===== src/rtl/core/cis_pkg.sv =====
// ----------------------------------------------------------------------------
// cis_pkg: shared types and constants for the categorical index sampler
// Field widths, command codes, sequencer states and the weight write request.
// ----------------------------------------------------------------------------
package cis_pkg;

    localparam int unsigned INDEX_W     = 6;
    localparam int unsigned WEIGHT_IN_W = 16;
    localparam int unsigned FRAC_W      = 16;
    localparam int unsigned COUNT_W     = 7;

    localparam logic [COUNT_W-1:0] COUNT_RESET = 7'd1;

    localparam logic CMD_WRITE  = 1'b0;
    localparam logic CMD_SAMPLE = 1'b1;

    typedef enum logic [2:0] {
        ST_IDLE,
        ST_SUM,
        ST_MUL,
        ST_SCAN,
        ST_HOLD
    } t_state;

    typedef struct packed {
        logic                   en;
        logic [INDEX_W-1:0]     index;
        logic [WEIGHT_IN_W-1:0] value;
    } t_wr_req;

endpackage


===== src/rtl/core/cis_weight_mem.sv =====
// ----------------------------------------------------------------------------
// cis_weight_mem: weight store
// Single-port-write, registered-read memory of category weights. Filters
// writes beyond the store and keeps the low WEIGHT_BITS bits of each weight.
// ----------------------------------------------------------------------------
module cis_weight_mem #(
    parameter int unsigned MAX_CATEGORIES = 64,
    parameter int unsigned WEIGHT_BITS    = 16,
    parameter int unsigned IDX_W          = $clog2(MAX_CATEGORIES)
) (
    input  logic                   i_clk,
    input  cis_pkg::t_wr_req       i_wr,
    input  logic                   i_rd_en,
    input  logic [IDX_W-1:0]       i_rd_addr,
    output logic [WEIGHT_BITS-1:0] o_rd_data
);

    logic [WEIGHT_BITS-1:0] mem [MAX_CATEGORIES];
    logic [WEIGHT_BITS-1:0] r_rd_data;

    logic [31:0]            w_index_ext;
    logic [31:0]            w_value_ext;
    logic                   w_in_range;

    assign w_index_ext = 32'(i_wr.index);
    assign w_value_ext = 32'(i_wr.value);
    assign w_in_range  = (w_index_ext < MAX_CATEGORIES);

    always_ff @(posedge i_clk) begin
        if (i_wr.en && w_in_range) begin
            mem[w_index_ext[IDX_W-1:0]] <= w_value_ext[WEIGHT_BITS-1:0];
        end
        if (i_rd_en) begin
            r_rd_data <= mem[i_rd_addr];
        end
    end

    assign o_rd_data = r_rd_data;

endmodule


===== src/rtl/core/categorical_index_sampler_core.sv =====
// ----------------------------------------------------------------------------
// categorical_index_sampler_core: inverse-CDF sampler over stored weights
// Holds category weights and draws an index against a uniform fraction.
// ----------------------------------------------------------------------------
// Usage:
//   Input channel (i_in_valid / o_in_stall) carries one command per item.
//   A write item stores one weight and gives no result.
//   A sample item gives one chosen index on the output channel
//   (o_out_valid / i_out_stall). The configuration channel (i_cfg_valid /
//   o_cfg_ready) sets the number of categories in use; write it while idle.
// Sequence:
//   A sample sums the weights of the n categories in use through the memory's
//   one read port, multiplies the total by the fraction to form the target,
//   then scans the running sum of the weights until it reaches the target.
//   The input stalls while a sample runs.
// Stall:
//   A finished index waits in the output register; the next item is accepted
//   meanwhile. If a second sample finishes while the first index is still
//   stalled, the sequencer holds its result until the register frees up.
// Reset:
//   Synchronous, active low. The count returns to 1; the weight store is not
//   cleared, so write every entry in use before sampling.
// ----------------------------------------------------------------------------
module categorical_index_sampler_core #(
    parameter int unsigned MAX_CATEGORIES = 64,
    parameter int unsigned WEIGHT_BITS    = 16
) (
    input  logic                             i_clk,
    input  logic                             i_rst_n,

    input  logic                             i_cfg_valid,
    output logic                             o_cfg_ready,
    input  logic [cis_pkg::COUNT_W-1:0]      i_cfg_data,

    input  logic                             i_in_valid,
    output logic                             o_in_stall,
    input  logic                             i_command,
    input  logic [cis_pkg::INDEX_W-1:0]      i_weight_index,
    input  logic [cis_pkg::WEIGHT_IN_W-1:0]  i_weight_value,
    input  logic [cis_pkg::FRAC_W-1:0]       i_uniform_fraction,

    output logic                             o_out_valid,
    input  logic                             i_out_stall,
    output logic [cis_pkg::INDEX_W-1:0]      o_chosen_index
);

    localparam int unsigned IDX_W = $clog2(MAX_CATEGORIES);
    localparam int unsigned SUM_W = WEIGHT_BITS + IDX_W;
    localparam int unsigned TGT_W = SUM_W + cis_pkg::FRAC_W;

    cis_pkg::t_state r_state, n_state;

    logic [cis_pkg::COUNT_W-1:0] r_count;
    logic [IDX_W-1:0]            r_last_addr;
    logic [IDX_W-1:0]            r_addr;
    logic                        r_issue_done;
    logic                        r_rd_pend;
    logic                        r_rd_last;
    logic [IDX_W-1:0]            r_rd_idx;
    logic [cis_pkg::FRAC_W-1:0]  r_frac;
    logic [SUM_W-1:0]            r_total;
    logic [SUM_W-1:0]            r_cum;
    logic [TGT_W-1:0]            r_target;
    logic [IDX_W-1:0]            r_found;
    logic                        r_out_valid;
    logic [cis_pkg::INDEX_W-1:0] r_out_index;

    logic                        w_in_accept;
    logic                        w_sample;
    logic                        w_in_stall;
    logic                        w_rd_en;
    logic                        w_out_free;
    logic                        w_load_out;
    logic                        w_hit;
    logic                        w_scan_end;
    logic [WEIGHT_BITS-1:0]      w_rd_data;
    logic [SUM_W-1:0]            w_cum_next;
    logic [TGT_W-1:0]            w_cum_shift;
    logic [TGT_W-1:0]            w_product;
    logic [31:0]                 w_cnt_ext;
    logic [31:0]                 w_cnt_eff;
    logic [31:0]                 w_last_ext;
    logic [IDX_W-1:0]            w_out_sel;
    logic [31:0]                 w_out_ext;
    cis_pkg::t_wr_req            w_wr;

    // ---- count in use: zero means one, saturate at the store depth ----
    always_comb begin
        w_cnt_ext = 32'(r_count);
        if (w_cnt_ext == 32'd0) begin
            w_cnt_eff = 32'd1;
        end else if (w_cnt_ext > MAX_CATEGORIES) begin
            w_cnt_eff = MAX_CATEGORIES;
        end else begin
            w_cnt_eff = w_cnt_ext;
        end
        w_last_ext = w_cnt_eff - 32'd1;
    end

    assign w_in_accept = i_in_valid && !w_in_stall;
    assign w_sample    = w_in_accept && (i_command == cis_pkg::CMD_SAMPLE);
    assign w_out_free  = !r_out_valid || !i_out_stall;

    assign w_wr.en    = w_in_accept && (i_command == cis_pkg::CMD_WRITE);
    assign w_wr.index = i_weight_index;
    assign w_wr.value = i_weight_value;

    cis_weight_mem #(
        .MAX_CATEGORIES (MAX_CATEGORIES),
        .WEIGHT_BITS    (WEIGHT_BITS),
        .IDX_W          (IDX_W)
    ) u_mem (
        .i_clk     (i_clk),
        .i_wr      (w_wr),
        .i_rd_en   (w_rd_en),
        .i_rd_addr (r_addr),
        .o_rd_data (w_rd_data)
    );

    // ---- scan datapath ----
    assign w_cum_next  = r_cum + SUM_W'(w_rd_data);
    assign w_cum_shift = {w_cum_next, {cis_pkg::FRAC_W{1'b0}}};
    assign w_hit       = (w_cum_shift >= r_target);
    assign w_scan_end  = r_rd_pend && (w_hit || r_rd_last);
    assign w_product   = TGT_W'(r_frac) * TGT_W'(r_total);

    // ---- next state ----
    always_comb begin
        n_state = r_state;
        case (r_state)
            cis_pkg::ST_IDLE: begin
                if (w_sample) n_state = cis_pkg::ST_SUM;
            end
            cis_pkg::ST_SUM: begin
                if (r_rd_pend && r_rd_last) n_state = cis_pkg::ST_MUL;
            end
            cis_pkg::ST_MUL: begin
                n_state = cis_pkg::ST_SCAN;
            end
            cis_pkg::ST_SCAN: begin
                if (w_scan_end) n_state = w_out_free ? cis_pkg::ST_IDLE : cis_pkg::ST_HOLD;
            end
            cis_pkg::ST_HOLD: begin
                if (w_out_free) n_state = cis_pkg::ST_IDLE;
            end
            default: n_state = cis_pkg::ST_IDLE;
        endcase
    end

    // ---- state outputs ----
    always_comb begin
        w_in_stall = 1'b1;
        w_rd_en    = 1'b0;
        w_load_out = 1'b0;
        w_out_sel  = r_rd_idx;
        case (r_state)
            cis_pkg::ST_IDLE: begin
                w_in_stall = 1'b0;
            end
            cis_pkg::ST_SUM: begin
                w_rd_en = !r_issue_done;
            end
            cis_pkg::ST_MUL: begin
                w_rd_en = 1'b0;
            end
            cis_pkg::ST_SCAN: begin
                w_rd_en    = !r_issue_done && !w_scan_end;
                w_load_out = w_scan_end && w_out_free;
            end
            cis_pkg::ST_HOLD: begin
                w_load_out = w_out_free;
                w_out_sel  = r_found;
            end
            default: begin
                w_in_stall = 1'b1;
            end
        endcase
    end

    assign w_out_ext = 32'(w_out_sel);

    // ---- control registers ----
    always_ff @(posedge i_clk) begin
        if (!i_rst_n) begin
            r_state      <= cis_pkg::ST_IDLE;
            r_count      <= cis_pkg::COUNT_RESET;
            r_addr       <= '0;
            r_issue_done <= 1'b0;
            r_rd_pend    <= 1'b0;
            r_rd_last    <= 1'b0;
            r_out_valid  <= 1'b0;
        end else begin
            r_state <= n_state;
            if (i_cfg_valid) begin
                r_count <= i_cfg_data;
            end

            // advance the read pointer; rewind it when a pass starts
            r_rd_pend <= w_rd_en;
            r_rd_last <= (r_addr == r_last_addr);
            if (w_sample || r_state == cis_pkg::ST_MUL) begin
                r_addr       <= '0;
                r_issue_done <= 1'b0;
            end else if (w_rd_en) begin
                if (r_addr == r_last_addr) begin
                    r_issue_done <= 1'b1;
                end else begin
                    r_addr <= r_addr + 1'b1;
                end
            end

            if (w_load_out) begin
                r_out_valid <= 1'b1;
            end else if (!i_out_stall) begin
                r_out_valid <= 1'b0;
            end
        end
    end

    // ---- datapath registers ----
    always_ff @(posedge i_clk) begin
        r_rd_idx <= r_addr;
        if (w_sample) begin
            r_frac      <= i_uniform_fraction;
            r_last_addr <= w_last_ext[IDX_W-1:0];
            r_total     <= '0;
        end
        if (r_state == cis_pkg::ST_SUM && r_rd_pend) begin
            r_total <= r_total + SUM_W'(w_rd_data);
        end
        if (r_state == cis_pkg::ST_MUL) begin
            r_target <= w_product;
            r_cum    <= '0;
        end
        if (r_state == cis_pkg::ST_SCAN && r_rd_pend) begin
            r_cum <= w_cum_next;
            if (w_scan_end) begin
                r_found <= r_rd_idx;
            end
        end
        if (w_load_out) begin
            r_out_index <= w_out_ext[cis_pkg::INDEX_W-1:0];
        end
    end

    assign o_cfg_ready    = 1'b1;
    assign o_in_stall     = w_in_stall;
    assign o_out_valid    = r_out_valid;
    assign o_chosen_index = r_out_index;

endmodule


===== config.mk =====
export PLATFORM = sky130hd
export DESIGN_NAME = categorical_index_sampler_core
export DESIGN_NICKNAME = d
export VERILOG_FILES = /design/src/rtl/core/cis_pkg.sv /design/src/rtl/core/cis_weight_mem.sv /design/src/rtl/core/categorical_index_sampler_core.sv
export SDC_FILE = /design/constraint.sdc
export NUM_CORES = 2
export LEC_CHECK = 0
export ABC_AREA = 1
export BUFFER_PORTS_ARGS = -buffer_cell sky130_fd_sc_hd__buf_2
export CAP_MARGIN = 40
export CORE_ASPECT_RATIO = 0.5
export CORE_MARGIN = 5
export CORE_UTILIZATION = 55
export CTS_CLUSTER_DIAMETER = 80
export CTS_CLUSTER_SIZE = 10
export DETAILED_ROUTE_END_ITERATION = 10
export PLACE_DENSITY = 0.71
export SLEW_MARGIN = 5
export SYNTH_ARGS = -nofsm -noshare
export SYNTH_HDL_FRONTEND = slang
export SYNTH_HIERARCHICAL = 1
export SYNTH_SLANG_ARGS = --single-unit

===== constraint.sdc =====
create_clock -name i_clk -period 6.4 [get_ports i_clk]
set_input_delay 1.28 -clock i_clk [delete_from_list [all_inputs] [get_ports i_clk]]
set_output_delay 1.28 -clock i_clk [all_outputs]
set_load 0.05 [all_outputs]

-- Word-level counts from Yosys, hierarchy flattened
Memories as Yosys holds them, arrays and structs flattened. A register that Yosys moved wholly into a read port is not among the register bits.
Index checks and enable logic that the tools add are counted.
- multiplexer cells: 20
- multiply operators: 1
- bitwise operators: 3
- reductions and logical operators: 26
- equality and inequality tests: 10
- order comparisons: 3
- add/sub/neg operators: 4
- operators with widths (operator ; number):
    $mux W22 ; 4
    $add A22 B16 Y22 ; 2
    $ge A38 B38 Y1 ; 1
    $mul A16 B22 Y38 ; 1
    $mux W6 ; 3
    $mux W3 ; 5
    $pmux W3 S5 ; 1
    $logic_and A1 B1 Y1 ; 10
    $ne A2 B2 Y1 const B ; 4
    $gt A7 B7 Y1 const B ; 1
    $logic_not A7 Y1 ; 1
    $lt A6 B7 Y1 const B ; 1
    $add A6 B1 Y6 const B ; 1
    $eq A3 B2 Y1 const B ; 2
    $eq A6 B6 Y1 ; 1
    $reduce_and A2 Y1 ; 3
    $sub A6 B1 Y6 const B ; 1
    $mux W1 ; 5
    $logic_not A1 Y1 ; 4
    $pmux W1 S2 ; 2
    $reduce_and A4 Y1 ; 1
    $reduce_bool A2 Y1 ; 2
    $eq A3 B1 Y1 const B ; 1
    $eq A3 B3 Y1 const B ; 1
    5 further kinds ; 9
- memories kept: 1
- input port bits: 51
- register bits: 142
- memory bits (writable): 1024
- memories (name ; words ; width ; read ports ; clocked after memory_dff ; write ports ; line ; source):
    u_mem.mem ; 64 ; 16 ; 1 ; 1 ; 1 ; cis_weight_mem.sv:18 ; logic [WEIGHT_BITS-1:0] mem [MAX_CATEGORIES];

-- Longest topological paths before layout
- word-level depth: 8
- gate-level depth with buffers: 29
- gate-level depth less buffers: 27

-- Cells and area by module
The synthesis kept the hierarchy.
- by module, submodules not included (module ; seq. area each (um2) ; area an instance (um2) ; cells an instance ; instances):
    cis_weight_mem ; 31230.0 ; 42259.3 ; 3517 ; 1
    categorical_index_sampler_core ; 4003.8 ; 19829.0 ; 2488 ; 1

-- Worst setup path after synthesis
No wires, ideal clock.
- path kind: reg-to-reg
- start: register r_total[13]
- end: register r_target[29] (data pin)
- data required time: 6148 ps
- data arrival time: 5424 ps
- cell stages (with the launch flop): 26
- setup time: 252 ps
- period minus slack after synthesis: 5676 ps
- setup slack: 724 ps
- buffers on the path: 2
- cell sequence: edfxtp_1 > clkbuf_1 > clkbuf_1 > nand2_1 > fa_1 > inv_1 > fa_1 > inv_1 > fa_1 > inv_1 > fa_1 > inv_1 > fa_1 > fa_1 > inv_1 > ha_1 > a21oi_1 > o21a_1 > nor2_1 > nor2_1 > a21boi_2 > inv_1 > nand2_1 > nand2_1 > nand2_1 > nand2_1
- cells in the longest elaborated chain, start to end: 1
- ends and longest elaborated chain (element ; line ; source):
    start: declaration ; categorical_index_sampler_core.sv:61 ; logic [SUM_W-1:0] r_total;
    start signal: assignment ; categorical_index_sampler_core.sv:229 ; r_total <= r_total + SUM_W'(w_rd_data);
    $mul A16 B22 Y38 ; categorical_index_sampler_core.sv:125 ; assign w_product = TGT_W'(r_frac) * TGT_W'(r_total);
    net w_product[29] ; categorical_index_sampler_core.sv:79 ; logic [TGT_W-1:0] w_product;
    end signal: assignment ; categorical_index_sampler_core.sv:232 ; r_target <= w_product;
    end: declaration ; categorical_index_sampler_core.sv:63 ; logic [TGT_W-1:0] r_target;
The timed path passes the listed nets, and every way through them passes these cells.
A chain may end at the register's enable or synchronous reset.

-- Worst setup path in the final report
- start: register r_total[10]
- end: register r_target[37] (data pin)
The elaborated chain is that of the path after synthesis.

==> metrics.cfg <==
[floorplanning]
io_pins=60
die_area_um2=120000
die_h_um=248
core_area_um2=112000
die_x_um=485
start_util_pct=55.3
num_rows=87

[drt]
drt-total-wl_um=166000
wl_met1_um=65900
vias=43800
drc=0
first_pass_iters=8
first_iter_violations=5055
via_per_inst=5.75
wire_per_inst_um=21.8
dr_wl_met3_um=17700
met2WireLength_um=77500
antenna_left=0
top_layer_used=met4

[worst_setup_path]
crit_end=r_target[37]$_DFFE_PP_
reg2reg_from=r_total[10]$_SDFFCE_PN0P_
r2r_setup_slack_ns=0.32
r2r_cells=19
arrival_ns=6.55
critPathCaptureType=flip-flop
path_common_cell=fa_1
crit_start=r_total[10]$_SDFFCE_PN0P_
path_buf_inv=5
crit_type=reg2reg
critPathMaxFanout=9
path_depth=19
critPathRequiredTime_ns=6.87
r2r-end=r_target[37]$_DFFE_PP_
crit_family=adder cells
crit_chain=buf_4, nand2_1, fa_1, fa_1, fa_1, fa_1, inv_1, fa_1, inv_1, fa_1, inv_1, ha_1, nand2_1, nor2_1, inv_1, nor4_2, nand3_1, nand3_1, xor2_1
cpMaxStageDelayCell=edfxtp_1
critPathLaunchType=flip-flop
cp_slowest_stage_delay_ns=0.74

[sta]
finalCritPeriodShare_pct=95.0
rsz0062_at_grt=false
max_freq_ghz=0.164
clock_skew_ns=0.0411
finalCriticalPeriod_ns=6.08
finalHoldViolations=0
fin_setup_tns_ns=0
tightestPinTransition_ns=0.945
report.final.slew_viol_count=0
slew_headroom_pct=37.0
finalSetupViolations=0

[clock_tree]
clkLatencyLatePin_ns=0.78
ctsResizeCount=0
path_clk_slew_ns=0.06
cts_tree=yes
clock_sinks=1182
cts_hold_buf=0
root_buffer=clkbuf_16
cts_max_level=4
clockBufferDepth=3
cts_setup_buffers=0
cts-buffers-inserted=137

[yosys]
syn_nets=6502
ys_ff_latch=1182
synth_warnings=6
synth_top_area_share_pct=55.9
synthArstFlopShare_pct=0
syn_inst=6005
synth-edff-count=1156
postSynthAreaPerCell_um2=10.3
ys_seq_area_share_pct=56.7
yosysTopAreaCell=edfxtp_1
yosys-top-cells-area=edfxtp_1 (56%), nand2_1 (12%), fa_1 (9.0%), nand3_1 (7.5%), inv_1 (3.9%)
synthDistinctLibCells=53
synth_area_um2=62100
synthFlopType=edfxtp_1

[global_route]
grt_max_degree=146
grt_antenna_before_repair=0
grt_use_total_pct=27.7
grt-ovfl-total=0
grt_pass1_wl_um=254000
grt_pass1_vias=43000

[power_and_ir_drop]
leakage_nw=28.2
p_total_mw=39.8
powerDensity_nw_per_um2=586
ir_drop_uv=1020

[hold_path]
holdCritStartpoint=r_addr[3]$_SDFFE_PP0P_
hp-class=reg2reg

[finish]
finalNetCount=6570
area_growth_syn_to_layout_pct=9.49
fin_util_pct=60.5
diodes=0
drive_gt1_share_pct=7.50

[flow_run]
maxCapViolCount=0

[run_status]
status=finished clean

[placement]
hpwl_um=105000
place_congestion=0.944
io_buffers=58

[flip-flops by register name (all words and copies together) (netlist names)]
name	flops
r_state	3
r_rd_idx	6
u_mem/o_rd_data	16
r_rd_last	1
r_addr	6
r_cum	22
r_frac	16
r_rd_pend	1
r_target	38
r_count	7
r_issue_done	1
r_last_addr	6
o_chosen_index	6
o_out_valid	1
u_mem/mem	1024
r_found	6
r_total	22
[power breakdown]
part	switching (mW)	total [mW]	internal (mW)
logic	15.1	23.0	7.90
clock network	3.09	7.02	3.93
registers	0.229	9.81	9.58
total	18.4	39.8	21.4
[worst reg2reg max path: stages (launching register included)]
cell      delay, ns
edfxtp_1       0.74
buf_4          0.29
nand2_1        0.09
fa_1           0.44
fa_1           0.50
fa_1           0.55
fa_1           0.56
inv_1          0.07
fa_1           0.54
inv_1          0.08
fa_1           0.54
inv_1          0.04
ha_1           0.40
nand2_1        0.11
nor2_1         0.17
inv_1          0.12
nor4_2         0.30
nand3_1        0.12
nand3_1        0.09
xor2_1         0.07
[kinds of logic (layout without fill, tap and decap cells)]
family | Yosys count | in the layout | share of synthesized area, %
simple gates | 3130 | 3130 | 21.2
fa+ha+maj | 446 | 446 | 12.4
other cells | 1 | 1 | 0.00604
compound gates | 228 | 228 | 2.15
xor+xnor | 52 | 52 | 0.734
flops | 1182 | 1182 | 56.7
buf+inv | 966 | 1058 | 6.82
[cells in the mapped netlist, types with 2 or more instances]
library cell / instances
o21ai_1: 8
fa_1: 280
nor3_2: 3
ha_1: 166
nor4_2: 2
buf_1: 24
a21boi_2: 2
xor2_1: 35
inv_2: 9
nand3b_1: 3
a21o_1: 12
o21ai_2: 6
or2_1: 2
dfxtp_1: 26
nor4_1: 11
inv_1: 648
o21ai_4: 3
clkbuf_1: 97
nand2_1: 1915
buf_6: 49
o31ai_1: 2
a21boi_0: 4
nand4_1: 23
o21bai_1: 7
a21oi_1: 98
o21ai_0: 63
buf_2: 115
o21a_1: 5
nand3_1: 930
nand2_2: 4
nor2_4: 2
nor3_1: 9
edfxtp_1: 1156
buf_4: 20
xnor2_1: 17
a21oi_2: 2
a31oi_1: 12
nor2_1: 211
nor2_2: 10
[stage by stage]
step	setup slack (ns)	std cells	area, um^2	hold slack, ns
after detailed placement	0.301	7437	64000	0.396
after floorplan	0.724	6005	62100	0.397
after global placement	0.211	7423	63800	0.391
after CTS	0.215	7600	67900	0.414
after global routing	0.00695	7610	68000	0.411
final	0.319	7610	68000	0.414
[layout make-up]
cell class              instances  area [um^2]
fillers                      8932        44400
repair buffers                236         1800
flip-flops and latches       1182        35200
well taps                    1513         1890
multi-input cells            3857        22700
inverters                     659         2500
clock inverters                18          388
clock buffers                 145         3470
[worst min-delay path by stage]
stage	endpoint	slack, ns	depth (start not counted)
final	r_rd_idx[3]$_DFF_P_	0.41	0
after global routing	r_rd_idx[3]$_DFF_P_	0.41	0
after global placement	r_rd_idx[5]$_DFF_P_	0.39	0
after CTS	r_rd_idx[3]$_DFF_P_	0.41	0
after floorplan	r_rd_idx[5]$_DFF_P_	0.40	0
after detailed placement	r_rd_idx[5]$_DFF_P_	0.40	0
[cells in the final DEF, fill, tap and decap left out, drive strengths merged]
master,n
o21a,5
dfxtp,26
nand3b,3
a21o,12
fa,280
and3b,1
a21oi,100
clkinv,11
o31ai,2
o21ai,80
edfxtp,1156
nand4,23
and2,2
a31o,1
xnor2,17
xor2,35
nand2,1919
a21boi,7
nor3,12
or2,2
ha,166
conb,1
buf,236
nor4,13
o211a,1
inv,665
clkbuf,145
nor2,223
nand3,932
a31oi,12
o21bai,8
bufinv,1
[per-layer routing]
metal | GRT usage, % | vias up
li1 | - | 19900
met1 | 38.4 | 21400
met2 | 44.1 | 2186
met3 | 5.99 | 296
met4 | 9.07 | 0
met5 | 0 | -
No activity file was read; power rests on OpenSTA's default activity.
